`src/rtl/ste_pkg.sv`:
```
// types, constants and lookup functions for the segment transition effects block
// no dependencies; imported by every module of the block
`timescale 1ns / 1ps

package ste_pkg;

    localparam int FRAME_COUNT = 16;
    localparam int FRAME_W     = 5;
    localparam int CFG_DATA_W  = 3;
    localparam int CFG_INDEX_W = 2;

    localparam logic [7:0] POINT_BIT     = 8'h40;
    localparam logic [7:0] SEG_MASK      = 8'hbf;
    localparam logic [7:0] SOURCE_RESET  = 8'ha4;
    localparam logic [3:0] DIGIT_NONE    = 4'd10;

    // input kinds
    localparam logic [1:0] KIND_CHAR  = 2'd0;
    localparam logic [1:0] KIND_TICK  = 2'd1;
    localparam logic [1:0] KIND_POINT = 2'd2;

    // effect modes
    localparam logic [1:0] MODE_STROKE = 2'd0;
    localparam logic [1:0] MODE_BLINK  = 2'd1;
    localparam logic [1:0] MODE_ROLL   = 2'd2;
    localparam logic [1:0] MODE_SLIP   = 2'd3;

    // configuration register indexes
    localparam logic [CFG_INDEX_W-1:0] CFG_EFFECT_ENABLE = 2'd0;
    localparam logic [CFG_INDEX_W-1:0] CFG_EFFECT_MODE   = 2'd1;
    localparam logic [CFG_INDEX_W-1:0] CFG_COLOUR_INDEX  = 2'd2;

    // ascii bounds
    localparam logic [7:0] ASCII_0 = 8'h30;
    localparam logic [7:0] ASCII_9 = 8'h39;
    localparam logic [7:0] ASCII_A = 8'h41;
    localparam logic [7:0] ASCII_Z = 8'h5a;
    localparam logic [7:0] ASCII_LA = 8'h61;
    localparam logic [7:0] ASCII_LZ = 8'h7a;
    localparam logic [7:0] LETTER_BASE = 8'd10;

    localparam logic [7:0] FONT [0:35] = '{
        8'hb7, 8'h22, 8'h9b, 8'hab, 8'h2e, 8'had, 8'hbd, 8'h23, 8'hbf, 8'haf,
        8'hbb, 8'hbc, 8'h98, 8'hba, 8'h9f, 8'h1d, 8'hb5, 8'h3c, 8'h14, 8'ha2,
        8'h9c, 8'h94, 8'h37, 8'h38, 8'hb8, 8'h1f, 8'h2f, 8'h18, 8'h2c, 8'h1c,
        8'hb0, 8'h90, 8'h0e, 8'h0f, 8'h2a, 8'h1a
    };

    localparam logic [7:0] ROLL_KEEP [0:3] = '{8'hbe, 8'hb8, 8'hb0, 8'h80};
    localparam logic [7:0] SLIP_KEEP [0:3] = '{8'hab, 8'hab, 8'h22, 8'h00};

    // seven segment numbers per digit, value 8 is an empty step
    localparam logic [3:0] STROKE_ORDER [0:69] = '{
        4'd2, 4'd4, 4'd7, 4'd5, 4'd1, 4'd8, 4'd0,
        4'd1, 4'd8, 4'd8, 4'd5, 4'd8, 4'd8, 4'd8,
        4'd7, 4'd4, 4'd8, 4'd3, 4'd8, 4'd1, 4'd0,
        4'd0, 4'd1, 4'd3, 4'd8, 4'd8, 4'd5, 4'd7,
        4'd5, 4'd1, 4'd8, 4'd8, 4'd3, 4'd8, 4'd2,
        4'd0, 4'd2, 4'd8, 4'd8, 4'd3, 4'd5, 4'd7,
        4'd0, 4'd2, 4'd8, 4'd4, 4'd7, 4'd5, 4'd3,
        4'd0, 4'd8, 4'd8, 4'd1, 4'd8, 4'd8, 4'd5,
        4'd1, 4'd0, 4'd2, 4'd4, 4'd7, 4'd5, 4'd3,
        4'd3, 4'd8, 4'd2, 4'd0, 4'd1, 4'd5, 4'd7
    };

    typedef struct packed {
        logic [1:0] kind;
        logic [7:0] char_code;
        logic       point_on;
    } ste_in_t;

    typedef struct packed {
        logic [7:0] segment_byte;
        logic [2:0] colour_byte;
    } ste_out_t;

    typedef struct packed {
        logic [7:0]         shown;
        logic [7:0]         source;
        logic [7:0]         target;
        logic [FRAME_W-1:0] frame;
    } ste_state_t;

    typedef struct packed {
        logic       hit;
        logic [7:0] pattern;
    } ste_glyph_t;

    function automatic ste_glyph_t char_glyph(input logic [7:0] c);
        ste_glyph_t g;
        logic [7:0] idx;
        g.hit = 1'b0;
        g.pattern = 8'h00;
        idx = 8'h00;
        if (c inside {[ASCII_0:ASCII_9]}) begin
            idx = c - ASCII_0;
            g.hit = 1'b1;
        end else if (c inside {[ASCII_A:ASCII_Z]}) begin
            idx = c - ASCII_A + LETTER_BASE;
            g.hit = 1'b1;
        end else if (c inside {[ASCII_LA:ASCII_LZ]}) begin
            idx = c - ASCII_LA + LETTER_BASE;
            g.hit = 1'b1;
        end
        if (g.hit) begin
            g.pattern = FONT[idx[5:0]];
        end
        return g;
    endfunction

    // digit whose font byte equals the pattern, DIGIT_NONE otherwise
    function automatic logic [3:0] digit_of(input logic [7:0] p);
        logic [3:0] d;
        d = DIGIT_NONE;
        for (int i = 9; i >= 0; i--) begin
            if (FONT[i] == p) begin
                d = 4'(i);
            end
        end
        return d;
    endfunction

endpackage

```
`src/rtl/segment_transition_effects.sv`:
```
// top level of the segment transition effects block: handshake, state and result register
// depends on ste_pkg and ste_effect
`timescale 1ns / 1ps

// One segment display digit with animated character changes. Every accepted item
// (character, effect tick or decimal point) gives exactly one result item holding the
// shown segment byte and the colour byte. An item is worked out in the cycle it is
// accepted and its result registered. The block takes one item per clock while the
// result side keeps up, and also accepts while a result waits if that result is taken
// in the same cycle. Configuration writes on the cfg port take effect from the next item;
// the user makes them while no item is in flight, as the block does not check this.
module segment_transition_effects import ste_pkg::*; (
    input  logic                   aclk,
    input  logic                   aresetn,
    input  logic                   cfg_we,
    input  logic [CFG_INDEX_W-1:0] cfg_index,
    input  logic [CFG_DATA_W-1:0]  cfg_wdata,
    input  logic                   s_valid,
    output logic                   s_ready,
    input  ste_in_t                s_data,
    output logic                   m_valid,
    input  logic                   m_ready,
    output ste_out_t               m_data
);

    logic       effect_enable_reg;
    logic [1:0] effect_mode_reg;
    logic [2:0] colour_index_reg;

    ste_state_t state_reg;
    ste_state_t state_next;
    logic       m_valid_reg;
    ste_out_t   m_data_reg;
    logic       run_reg;

    logic       s_accept;
    ste_glyph_t glyph;
    logic [7:0] frame_shown;

    assign s_ready  = run_reg && (!m_valid_reg || m_ready);
    assign s_accept = s_valid && s_ready;
    assign m_valid  = m_valid_reg;
    assign m_data   = m_data_reg;

    assign glyph = char_glyph(s_data.char_code);

    ste_effect u_effect (
        .state       (state_reg),
        .mode        (effect_mode_reg),
        .frame_shown (frame_shown)
    );

    always_comb begin
        state_next = state_reg;
        case (s_data.kind)
            KIND_CHAR: begin
                if (glyph.hit) begin
                    if (effect_enable_reg) begin
                        state_next.target = (state_reg.target & POINT_BIT) | glyph.pattern;
                    end else begin
                        state_next.shown = (state_reg.shown & POINT_BIT) | glyph.pattern;
                    end
                end
            end
            KIND_TICK: begin
                if (state_reg.source != state_reg.target) begin
                    if (state_reg.frame < FRAME_W'(FRAME_COUNT)) begin
                        state_next.shown = frame_shown;
                        state_next.frame = state_reg.frame + FRAME_W'(1);
                    end else begin
                        state_next.source = state_reg.target;
                        state_next.frame  = '0;
                        state_next.shown  = (state_reg.shown & POINT_BIT) | state_reg.target;
                    end
                end
            end
            KIND_POINT: begin
                state_next.shown = s_data.point_on ? (state_reg.shown | POINT_BIT)
                                                   : (state_reg.shown & SEG_MASK);
            end
            default: begin
            end
        endcase
    end

    // configuration registers
    always_ff @(posedge aclk) begin
        if (!aresetn) begin
            effect_enable_reg <= 1'b1;
            effect_mode_reg   <= MODE_STROKE;
            colour_index_reg  <= 3'd0;
        end else if (cfg_we) begin
            case (cfg_index)
                CFG_EFFECT_ENABLE: effect_enable_reg <= cfg_wdata[0];
                CFG_EFFECT_MODE:   effect_mode_reg   <= cfg_wdata[1:0];
                CFG_COLOUR_INDEX:  colour_index_reg  <= cfg_wdata[2:0];
                default: begin
                end
            endcase
        end
    end

    // digit state
    always_ff @(posedge aclk) begin
        if (!aresetn) begin
            run_reg          <= 1'b0;
            state_reg.shown  <= 8'h00;
            state_reg.source <= SOURCE_RESET;
            state_reg.target <= 8'h00;
            state_reg.frame  <= '0;
        end else begin
            run_reg <= 1'b1;
            if (s_accept) begin
                state_reg <= state_next;
            end
        end
    end

    // result register
    always_ff @(posedge aclk) begin
        if (!aresetn) begin
            m_valid_reg <= 1'b0;
        end else if (s_accept) begin
            m_valid_reg <= 1'b1;
        end else if (m_ready) begin
            m_valid_reg <= 1'b0;
        end
    end

    always_ff @(posedge aclk) begin
        if (s_accept) begin
            m_data_reg.segment_byte <= state_next.shown;
            m_data_reg.colour_byte  <= ~colour_index_reg;
        end
    end

endmodule

```
`src/rtl/ste_effect.sv`:
```
// shown segment pattern for one transition frame in the selected effect mode
// depends on ste_pkg
`timescale 1ns / 1ps

module ste_effect import ste_pkg::*; (
    input  ste_state_t state,
    input  logic [1:0] mode,
    output logic [7:0] frame_shown
);

    logic [3:0] f;
    logic [3:0] d_src;
    logic [3:0] d_tgt;
    logic [2:0] pos;
    logic [6:0] order_idx;
    logic [3:0] seg;
    logic [7:0] cur;
    logic [7:0] stroke_shown;
    logic [1:0] mask_idx;
    logic [7:0] mask_base;
    logic [7:0] mask;

    assign f     = state.frame[3:0];
    assign d_src = digit_of(state.source);
    assign d_tgt = digit_of(state.target);

    // stroke: remove old segments on frames 0-6, add new ones on frames 9-15
    always_comb begin
        cur = state.shown & SEG_MASK;
        stroke_shown = state.shown;
        pos = 3'd0;
        order_idx = 7'd0;
        seg = 4'd8;
        if (f < 4'd7) begin
            pos = 3'(4'd6 - f);
            order_idx = 7'(d_src) * 7'd7 + 7'(pos);
            if (d_src != DIGIT_NONE) begin
                seg = STROKE_ORDER[order_idx];
                if (!seg[3]) begin
                    cur = cur & ~(8'h01 << seg[2:0]);
                end
                stroke_shown = (state.shown & POINT_BIT) | cur;
            end
        end else if (f > 4'd8) begin
            pos = 3'(f - 4'd9);
            order_idx = 7'(d_tgt) * 7'd7 + 7'(pos);
            if (d_tgt != DIGIT_NONE) begin
                seg = STROKE_ORDER[order_idx];
                if (!seg[3]) begin
                    cur = cur | (8'h01 << seg[2:0]);
                end
                stroke_shown = (state.shown & POINT_BIT) | cur;
            end
        end
    end

    // roll and slip: first half masks source, second half unmasks target
    assign mask_idx  = f[3] ? ~f[2:1] : f[2:1];
    assign mask_base = f[3] ? state.target : state.source;
    assign mask      = (mode == MODE_ROLL) ? ROLL_KEEP[mask_idx] : SLIP_KEEP[mask_idx];

    always_comb begin
        case (mode)
            MODE_STROKE: begin
                frame_shown = stroke_shown;
            end
            MODE_BLINK: begin
                frame_shown = (state.shown & POINT_BIT)
                            | (f[1] ? state.target : state.source);
            end
            MODE_ROLL, MODE_SLIP: begin
                frame_shown = (state.shown & POINT_BIT) | (mask_base & mask);
            end
            default: begin
                frame_shown = state.shown;
            end
        endcase
    end

endmodule

```
`config.mk`:
```
export PLATFORM = sky130hd
export DESIGN_NAME = segment_transition_effects
export DESIGN_NICKNAME = d
export VERILOG_FILES = /design/src/rtl/ste_pkg.sv /design/src/rtl/segment_transition_effects.sv /design/src/rtl/ste_effect.sv
export SDC_FILE = /design/constraint.sdc
export NUM_CORES = 1
export LEC_CHECK = 0
export ABC_AREA = 1
export BUFFER_PORTS_ARGS = -buffer_cell sky130_fd_sc_hd__buf_4
export CORE_MARGIN = 1
export CORE_UTILIZATION = 50
export CTS_BUF_LIST = sky130_fd_sc_hd__clkbuf_16
export CTS_CLUSTER_DIAMETER = 200
export DETAILED_ROUTE_END_ITERATION = 6
export PLACE_DENSITY = 0.66
export SKIP_LAST_GASP = 1
export SLEW_MARGIN = 0
export SYNTH_ARGS = -nofsm -noshare
export SYNTH_HDL_FRONTEND = slang
export SYNTH_SLANG_ARGS = --single-unit
```
`constraint.sdc`:
```
create_clock -name aclk -period 5.9 [get_ports aclk]
set_input_delay 0.59 -clock aclk [delete_from_list [all_inputs] [get_ports aclk]]
set_output_delay 0.59 -clock aclk [all_outputs]
set_load 0.05 [all_outputs]
```
==> results.toml, run 1 <==
[run_status]
status = "finished with violations"
violations = "DRC"

[finish]
design_area_um2 = 6550
areaGrowthSynthToFinish_pct = 7.71
layout-drive-gt1-share_pct = 8.38
n_fill_cell = 1221
diodes = 0
largest_reg_flops = 27
nNetsFinal = 1121

[logic_synthesis]
synth_common_cells = "nand2_1 (316), inv_1 (161), nand3_1 (94), o21ai_0 (67), a21oi_1 (63)"
synthCells = 1020
yosysTopAreaCell = "nand2_1"
synth_seq_cells = 46
yosysWarnings = 0
synth_most_common_cell = "nand2_1"
synth_nets = 1104
syn_area_um2 = 6080
synth_async_sr_flop_share_pct = 0
synth_area_leaders = "nand2_1 (19%), dfxtp_1 (12%), ha_1 (11%)"
synth_top_area_share_pct = 19.5
synth.distinct_cells = 49
synth_ff_type = "dfxtp_1"
synth_edf_count = 11
syn-mean-instance-area_um2 = 5.97
yosysSeqAreaShare_pct = 16.9

[power]
total_leakage_power_nw = 3.40
pwr-share-comb_pct = 35.9
switchingPower_w = 0.000378
switching_share_pct = 38.1
p_per_area_nw_per_um2 = 151
irDropWorstVdd_v = 0.000116
p_int_w = 0.000614
pwr-share-clk_pct = 29.0
p_seq_share_pct = 35.1

[setup_path]
crit_top_cell = "nand2_1"
required_ns = 5.96
slowest_stage = "fa_2"
slowest_delay_ns = 0.74
path_buf_inv = 4
critPathKind = "flip-flop to flip-flop"
crit_family = "simple AND/OR/NAND/NOR gates"
start_kind = "flip-flop"
cp-end-kind = "flip-flop"
worstPathArrival_ns = 5.27
crit_path_max_fanout = 14

[sta]
drv_slew = 0
hold_violations = 0
worstMarginPinSlew_ns = 0.781
rsz0062_at_grt = "false"
relSlewSlack_pct = 47.2
fin_crit_sh_pct = 88.3
final-setup-viol-count = 0
period_minus_slack_ns = 5.21
setup_tns_ns = 0
fmax_ghz = 0.192
fin_skew_ns = 0.00562

[global_routing]
gr-usage-met2_pct = 46.0
grt_pass1_vias = 5993
antenna_found_initial = 0
busiest_layer = "met2"
use_met1_pct = 36.2
grt_use_total_pct = 27.2
grt_max_degree = 21
gr-total-overflow = 0
grt_pass1_wl_mm = 28.2
met3_usage_pct = 2.38

[clock_network]
cts.clk_slew.worst_paths_ns = 0.07
clk_path_buf_depth = 2
cts_resized = 0
cts.sinks = 46
cts_setup_buffers = 0
cts_buffers = 5
cts_root_buf = "clkbuf_16"
htree_num_levels = 2
clock_latency_ns = 0.29
cts_tree = "done"
holdBufCountCts = 0

[placement]
gp_congestion = 0.963
hpwlAfterDp_mm = 13.0
placed_area_um2 = 6400
io_buffers = 33

[job]
maxCapViolations = 0

[floorplan]
std_cell_rows = 39
die_w_um = 112
die_height_um = 112
start_util_pct = 52.4
dieArea_um2 = 12600
io_pins = 34
core_area_um2 = 11600

[routing]
firstDrtPassIters = 7
initialDrtViolationCount = 461
num_vias = 6329
wl_mm = 16.2
avgViaCountPerCell = 5.36
wl_per_cell_um = 13.7
drc = 1
ant_nets = 0

[min_path]
hold_path_class = "flip-flop to flip-flop"
==> logic make-up (layout without fill, tap and decap cells) <==
| family | count (synthesis) | after routing | share of synthesized area [%] |
|---|---|---|---|
| AOI/OAI and AO/OA | 169 | 169 | 15.4 |
| and+or+nand+nor | 536 | 536 | 39.3 |
| adders and majority gates | 63 | 63 | 14.2 |
| xor gates and xnor gates | 10 | 10 | 1.56 |
| DFF | 46 | 46 | 16.9 |
| buffers and inverters | 196 | 214 | 12.6 |
==> worst register-to-register path, delay by kind of cell, from the launching register on <==
kind            cells  cell delay (ns)
fa+ha+maj           3             1.77
simple gates       21             1.91
flops               1             0.46
compound gates      2             0.36
buf+inv             4             0.49
==> final timing paths <==
check             slack (ns)                  end  cells after the start                start
setup / recovery        0.69            m_data[8]                     30        state_reg[10]
hold / removal          0.46  colour_index_reg[2]                      2  colour_index_reg[2]
setup reg to reg        0.69            m_data[8]                     30        state_reg[10]
hold reg to reg         0.46  colour_index_reg[2]                      2  colour_index_reg[2]
==> placed cells by master (no fill, tap or decap), drive strengths merged, types with 4 or more instances in the layout <==
master  instances
fa             10
clkinv          4
nand2         329
nor3           22
ha             53
inv           169
o211ai          6
a31oi           4
xor2            7
nor2           55
edfxtp         11
clkbuf          5
a211oi          5
a21oi          66
nand3          99
buf            35
o21ai          77
nand4          21
dfxtp          35
==> metal layers <==
| layer | vias up | wire (um) |
|---|---|---|
| li1 | 3326 | - |
| met4 | 0 | 396 |
| met2 | 156 | 7580 |
| met3 | 29 | 646 |
| met5 | - | 0 |
| met1 | 2818 | 7580 |
==> power groups by stage <==
stage	Combinational (W)	Clock [W]	Sequential [W]
CTS	0.000352	0.000291	0.000348
detailed placement	0.000351	0	0.000355
floorplan	0.000257	0	0.000363
global placement	0.000353	0	0.000355
finish	0.000357	0.000287	0.000348
global route	0.000407	0.000303	0.000349
==> stage by stage <==
step / utilization (%) / power [W] / cells / worst slack (ns) / hold slack [ns]
floorplan: - / 0.000621 / 1020 / 1.38 / 0.425
global route: 56.4 / 0.00106 / 1181 / 0.135 / 0.483
global placement: 55.1 / 0.000708 / 1173 / 0.600 / 0.441
CTS: 56.4 / 0.000992 / 1181 / 0.597 / 0.459
finish: 56.4 / 0.000992 / 1181 / 0.691 / 0.457
detailed placement: 55.1 / 0.000706 / 1173 / 0.635 / 0.451
==> cell type report <==
cell class / instances / area, um^2 / area share, %
sequential: 46 / 1030 / 15.7
tap: 143 / 179 / 2.73
timing repair buffer: 35 / 263 / 4.01
clock inverter: 3 / 25.0 / 0.382
inverter: 171 / 642 / 9.79
multi-input combinational: 778 / 4290 / 65.4
clock buffer: 5 / 125 / 1.91
Note: power is estimated with default switching activity, not from simulation.
==> run 2: changes to the inputs <==
- CORE_UTILIZATION: 50 -> 64
- PLACE_DENSITY: 0.66 -> 0.82
==> results.toml, run 2 (same netlist as run 1, synthesis figures left out) <==
[floorplan]
std_cell_rows = 35
die_w_um = 99.5
core_area_um2 = 9240
dieArea_um2 = 9900
io_pins = 34
start_util_pct = 65.8
die_height_um = 99.5

[clock_network]
clk_path_buf_depth = 2
cts_tree = "done"
clock_latency_ns = 0.29
cts_buffers = 5
cts.clk_slew.worst_paths_ns = 0.07
cts_resized = 0
htree_num_levels = 2
cts.sinks = 46
holdBufCountCts = 0
cts_root_buf = "clkbuf_16"
cts_setup_buffers = 0

[sta]
period_minus_slack_ns = 5.22
drv_slew = 0
final-setup-viol-count = 0
fin_skew_ns = 0.0125
setup_ws_ns = 0.685
hold_violations = 0
fmax_ghz = 0.192
rsz0062_at_grt = "false"
relSlewSlack_pct = 41.0
setup_tns_ns = 0
worstMarginPinSlew_ns = 0.874
fin_crit_sh_pct = 88.4

[routing]
firstDrtPassIters = 6
wl_per_cell_um = 13.7
avgViaCountPerCell = 5.56
ant_nets = 0
num_vias = 6493
drc = 0
wl_mm = 16.0
initialDrtViolationCount = 544

[finish]
diodes = 0
layout-drive-gt1-share_pct = 8.38
largest_reg_flops = 27
nNetsFinal = 1121
final_cell_mix = "nand2_1 (316), inv_1 (161), nand3_1 (94), o21ai_0 (67), a21oi_1 (63)"
final_common_cell = "nand2_1"
regArea_um2 = 1030
fin_util_pct = 70.8
areaGrowthSynthToFinish_pct = 7.44
n_fill_cell = 892
multi_input_comb_area_um2 = 4290

[power]
pwr-share-comb_pct = 35.9
pwr-share-clk_pct = 28.8
irDropWorstVdd_v = 0.000101
p_int_w = 0.000613
p_seq_share_pct = 35.2
p_per_area_nw_per_um2 = 151
switchingPower_w = 0.000375
switching_share_pct = 37.9
total_leakage_power_nw = 3.40
power.total_w = 0.000988

[global_routing]
grt_pass1_wl_mm = 26.9
grt_use_total_pct = 33.1
antenna_found_initial = 0
grt_max_degree = 21
gr-total-overflow = 0
grt_pass1_vias = 5899

[placement]
preCtsSetupSlack_ns = 0.633
io_buffers = 33
hpwlAfterDp_mm = 12.7
gp_congestion = 1.02

[setup_path]
slowest_stage = "fa_2"
slowest_delay_ns = 0.71
critPathKind = "flip-flop to flip-flop"
cp-end-kind = "flip-flop"
required_ns = 6.14
rrSetupSlack_ns = 0.68
crit_path_max_fanout = 14
crit_top_cell = "nand2_1"
start_kind = "flip-flop"
worstPathArrival_ns = 5.45

[min_path]
hold_path_class = "flip-flop to flip-flop"

[job]
maxCapViolations = 0

[run_status]
status = "complete, no violations"
[run 2: cell types whose count changed in the layout (fill, tap and decap cells not counted)]
cell and change:
clkinvlp_4 +1, nor2_2 -1, nor2_1 +1, clkinv_4 -1, nor3_1 -1, nor3_2 +1
[run 2: power groups by stage]
stage / clock network [W] / logic [W] / registers [W]
after floorplan: 0 / 0.000257 / 0.000363
after global placement: 0 / 0.000346 / 0.000355
after detailed placement: 0 / 0.000347 / 0.000354
after CTS: 0.000284 / 0.000348 / 0.000348
after global routing: 0.000299 / 0.000402 / 0.000349
final: 0.000285 / 0.000355 / 0.000348
[run 2: worst paths after layout]
path                       startpoint             endpoint  cells after the start
setup / recovery        state_reg[10]        state_reg[23]                     30
hold / removal    colour_index_reg[0]  colour_index_reg[0]                      2
setup reg to reg        state_reg[10]        state_reg[23]                     30
hold reg to reg   colour_index_reg[0]  colour_index_reg[0]                      2
[run 2: area by class of cell]
| type | count | share of cell area, % |
|---|---|---|
| inverters | 171 | 9.82 |
| clock buffers | 5 | 1.91 |
| repair buffers | 35 | 4.02 |
| well taps | 129 | 2.47 |
| flip-flops and latches | 46 | 15.8 |
| multi-input cells | 778 | 65.6 |
| clock inverters | 3 | 0.364 |
[run 2: worst max-delay path: cells and delay by family (launching register included)]
| kind | cells | cell delay [ns] |
|---|---|---|
| DFF | 1 | 0.48 |
| AOI/OAI and AO/OA | 4 | 0.61 |
| adders and majority gates | 3 | 1.73 |
| and+or+nand+nor | 18 | 1.82 |
| buffers and inverters | 5 | 0.52 |
[run 2: metrics by stage]
step	hold slack (ns)	instance area (um^2)	std cells
floorplan	0.425	6080	1020
global placement	0.435	6380	1159
detailed placement	0.447	6380	1159
CTS	0.456	6530	1167
global route	0.482	6540	1167
finish	0.455	6540	1167
[run 2: routing by layer]
layer | GRT usage, % | share of wire [%] | up-vias
met5 | 0 | 0 | -
met4 | 10.5 | 2.3 | 0
met3 | 5.90 | 7.1 | 36
met2 | 57.2 | 47 | 254
met1 | 41.9 | 44 | 2864
li1 | - | - | 3339
==> run 3: changes to the inputs <==
- ABC_AREA: 1 -> not set
==> results.toml, run 3 <==
[run_status]
status = "complete, no violations"

[setup_path]
worstPathArrival_ns = 5.83
rr_worst_depth = 20
startpoint = "state_reg[16]"
rrSetupSlack_ns = 0.25
required_ns = 6.08
cp_cell_sequence = "nand2_1 > nor3b_1 > o21ai_0 > o21ai_0 > nand2_1 > fa_1 > fa_1 > inv_1 > fa_1 > buf_6 > buf_4 > nor2b_1 > o21ai_0 > o21ai_0 > mux4_2 > a21oi_1 > a31oi_1 > o31ai_1 > or3b_1 > o21ba_1"
crit_top_cell = "o21ai_0"
critPathKind = "flip-flop to flip-flop"
crit_family = "adder cells"
path_buf_inv = 3
slowest_stage = "dfxtp_1"
start_kind = "flip-flop"
r2r-start = "state_reg[16]"
cp-endpoint = "state_reg[24]"
slowest_delay_ns = 0.59
cp-end-kind = "flip-flop"
cp.depth = 20
crit_path_max_fanout = 23
r2r-end = "state_reg[24]"

[logic_synthesis]
yosysTopAreaCell = "dfxtp_1"
yosysWarnings = 0
synth_seq_cells = 46
synthCells = 841
synth_area_leaders = "dfxtp_1 (11%), ha_1 (10%), edfxtp_1 (5.2%)"
syn-mean-instance-area_um2 = 7.57
synth.distinct_cells = 92
synth_top_area_share_pct = 11.0
yosysSeqAreaShare_pct = 16.2
synth_most_common_cell = "nand2_1"
syn_area_um2 = 6370
synth_async_sr_flop_share_pct = 0
synth_common_cells = "nand2_1 (80), nor2_1 (58), inv_1 (54), ha_1 (53), a21oi_1 (45)"
synth_nets = 925
synth_ff_type = "dfxtp_1"
synth_edf_count = 11

[routing]
avgViaCountPerCell = 6.73
wl_per_cell_um = 17.8
ant_nets = 0
wl_mm = 17.5
initialDrtViolationCount = 542
drc = 0
num_vias = 6598
firstDrtPassIters = 6

[finish]
largest_reg_flops = 27
layout.cells.non_filler = 980
nNetsFinal = 930
final_common_cell = "nand2_1"
layout-drive-gt1-share_pct = 11.9
final_cell_mix = "nand2_1 (80), nor2_1 (56), inv_1 (54), buf_4 (54), ha_1 (53)"
areaGrowthSynthToFinish_pct = 7.90
diodes = 0
design_area_um2 = 6870

[power]
pwr-share-comb_pct = 31.9
p_per_area_nw_per_um2 = 134
total_leakage_power_nw = 2.84
switchingPower_w = 0.000319
p_int_w = 0.000603
pwr-share-clk_pct = 30.7
switching_share_pct = 34.6
irDropWorstVdd_v = 0.000179
p_seq_share_pct = 37.3

[floorplan]
die_height_um = 102
std_cell_rows = 36
start_util_pct = 65.4
core_area_um2 = 9730
die_w_um = 102
dieArea_um2 = 10400
io_pins = 34

[placement]
hpwlAfterDp_mm = 13.0
gp_congestion = 1.01
placed_area_um2 = 6690
dp.cells = 972
preCtsSetupSlack_ns = 0.236
io_buffers = 33

[global_routing]
antenna_found_initial = 0
grt_pass1_wl_mm = 28.3
grt_use_total_pct = 34.0
gr-total-overflow = 0
grt_max_degree = 36
grt_pass1_vias = 5871

[clock_network]
cts.sinks = 46
clk_path_buf_depth = 2
cts.clk_slew.worst_paths_ns = 0.07
clock_latency_ns = 0.29
cts_root_buf = "clkbuf_16"
cts_setup_buffers = 0
cts_buffers = 5
cts_tree = "done"
htree_num_levels = 2

[sta]
hold_slack_ns = 0.461
fin_skew_ns = 0.00878
fmax_ghz = 0.177
final-setup-viol-count = 0
setup_ws_ns = 0.247
drv_slew = 0
period_minus_slack_ns = 5.65
worstMarginPinSlew_ns = 1.01
fin_crit_sh_pct = 95.8
relSlewSlack_pct = 32.2
hold_violations = 0

[job]
maxCapViolations = 0

[min_path]
hold_depth = 1
hold_path_class = "flip-flop to flip-flop"
run 3: cell types whose count changed in the layout (fill, tap and decap cells not counted), moves of 15 or more:
cell / before / now
inv_1: 161 / 54
nand3_1: 94 / 30
nor2b_1: 0 / 26
buf_4: 35 / 54
mux2i_1: 0 / 31
o21ai_0: 67 / 42
a31oi_1: 4 / 24
nand4_1: 21 / 6
a21oi_1: 63 / 45
nand2_1: 316 / 80
run 3: worst min-delay path by stage:
stage                      endpoint  slack [ns]                start
final                     m_data[2]        0.46  colour_index_reg[2]
after global routing      m_data[0]        0.49  colour_index_reg[0]
after CTS                 m_data[2]        0.46  colour_index_reg[2]
after detailed placement  m_data[2]        0.45  colour_index_reg[2]
after global placement    m_data[0]        0.43  colour_index_reg[0]
after floorplan           m_data[0]        0.43  colour_index_reg[0]
run 3: metal layers:
metal / part of all wire (%) / GRT usage, % / vias to the layer above / routed length (um)
met3: 7.5 / 4.90 / 52 / 1300
met5: 0 / 0 / - / 0
met1: 43 / 45.3 / 3074 / 7540
met2: 47 / 56.4 / 344 / 8180
li1: - / - / 3128 / -
met4: 2.5 / 11.6 / 0 / 443
run 3: timing repair:
action	in CTS	in global routing
resized for setup	0	8
endpoints found under the hold margin	0	0
hold buffers	0	0
endpoints found under the setup margin	0	10
run 3: worst reg2reg max path: cells and delay by family (launching register included):
kind,cells,cell delay (ns)
and+or+nand+nor,5,1.11
AOI/OAI and AO/OA,8,1.36
DFF,1,0.59
buffers and inverters,3,0.45
muxes,1,0.49
adders and majority gates,3,1.56
run 3: power groups by stage:
stage,clock [W],combinational (W),sequential [W]
final,0.000284,0.000294,0.000345
after detailed placement,0,0.000284,0.000351
after global placement,0,0.000279,0.000350
after CTS,0.000280,0.000286,0.000344
after floorplan,0,0.000201,0.000359
after global routing,0.000295,0.000320,0.000345
run 3: cell families (layout without fill, tap and decap cells):
| logic type | count (synthesis) | count (layout) | share of synthesized area, % |
|---|---|---|---|
| AO/OA/AOI/OAI | 261 | 261 | 29.5 |
| XOR/XNOR | 22 | 22 | 3.03 |
| adder cells (fa/ha/maj) | 63 | 63 | 13.6 |
| buffers and inverters | 113 | 119 | 7.27 |
| flip-flops | 46 | 46 | 16.2 |
| multiplexers | 37 | 37 | 6.35 |
| AND/OR/NAND/NOR | 299 | 299 | 24.1 |
run 3: per-stage QoR:
step	utilization, %	total power [W]	setup TNS (ns)
global placement	68.8	0.000630	0
detailed placement	68.8	0.000635	0
floorplan	-	0.000559	0
global route	70.6	0.000960	-0.00212
CTS	70.3	0.000910	0
finish	70.6	0.000922	0
run 3: cell type report:
| cell class | instances | area, um^2 |
|---|---|---|
| Multi-Input combinational cell | 682 | 4900 |
| Sequential cell | 46 | 1030 |
| Timing Repair Buffer | 55 | 417 |
| Fill cell | 827 | 2860 |
| Clock buffer | 5 | 125 |
| Clock inverter | 3 | 21.3 |
| Tap cell | 133 | 166 |
| Inverter | 56 | 210 |
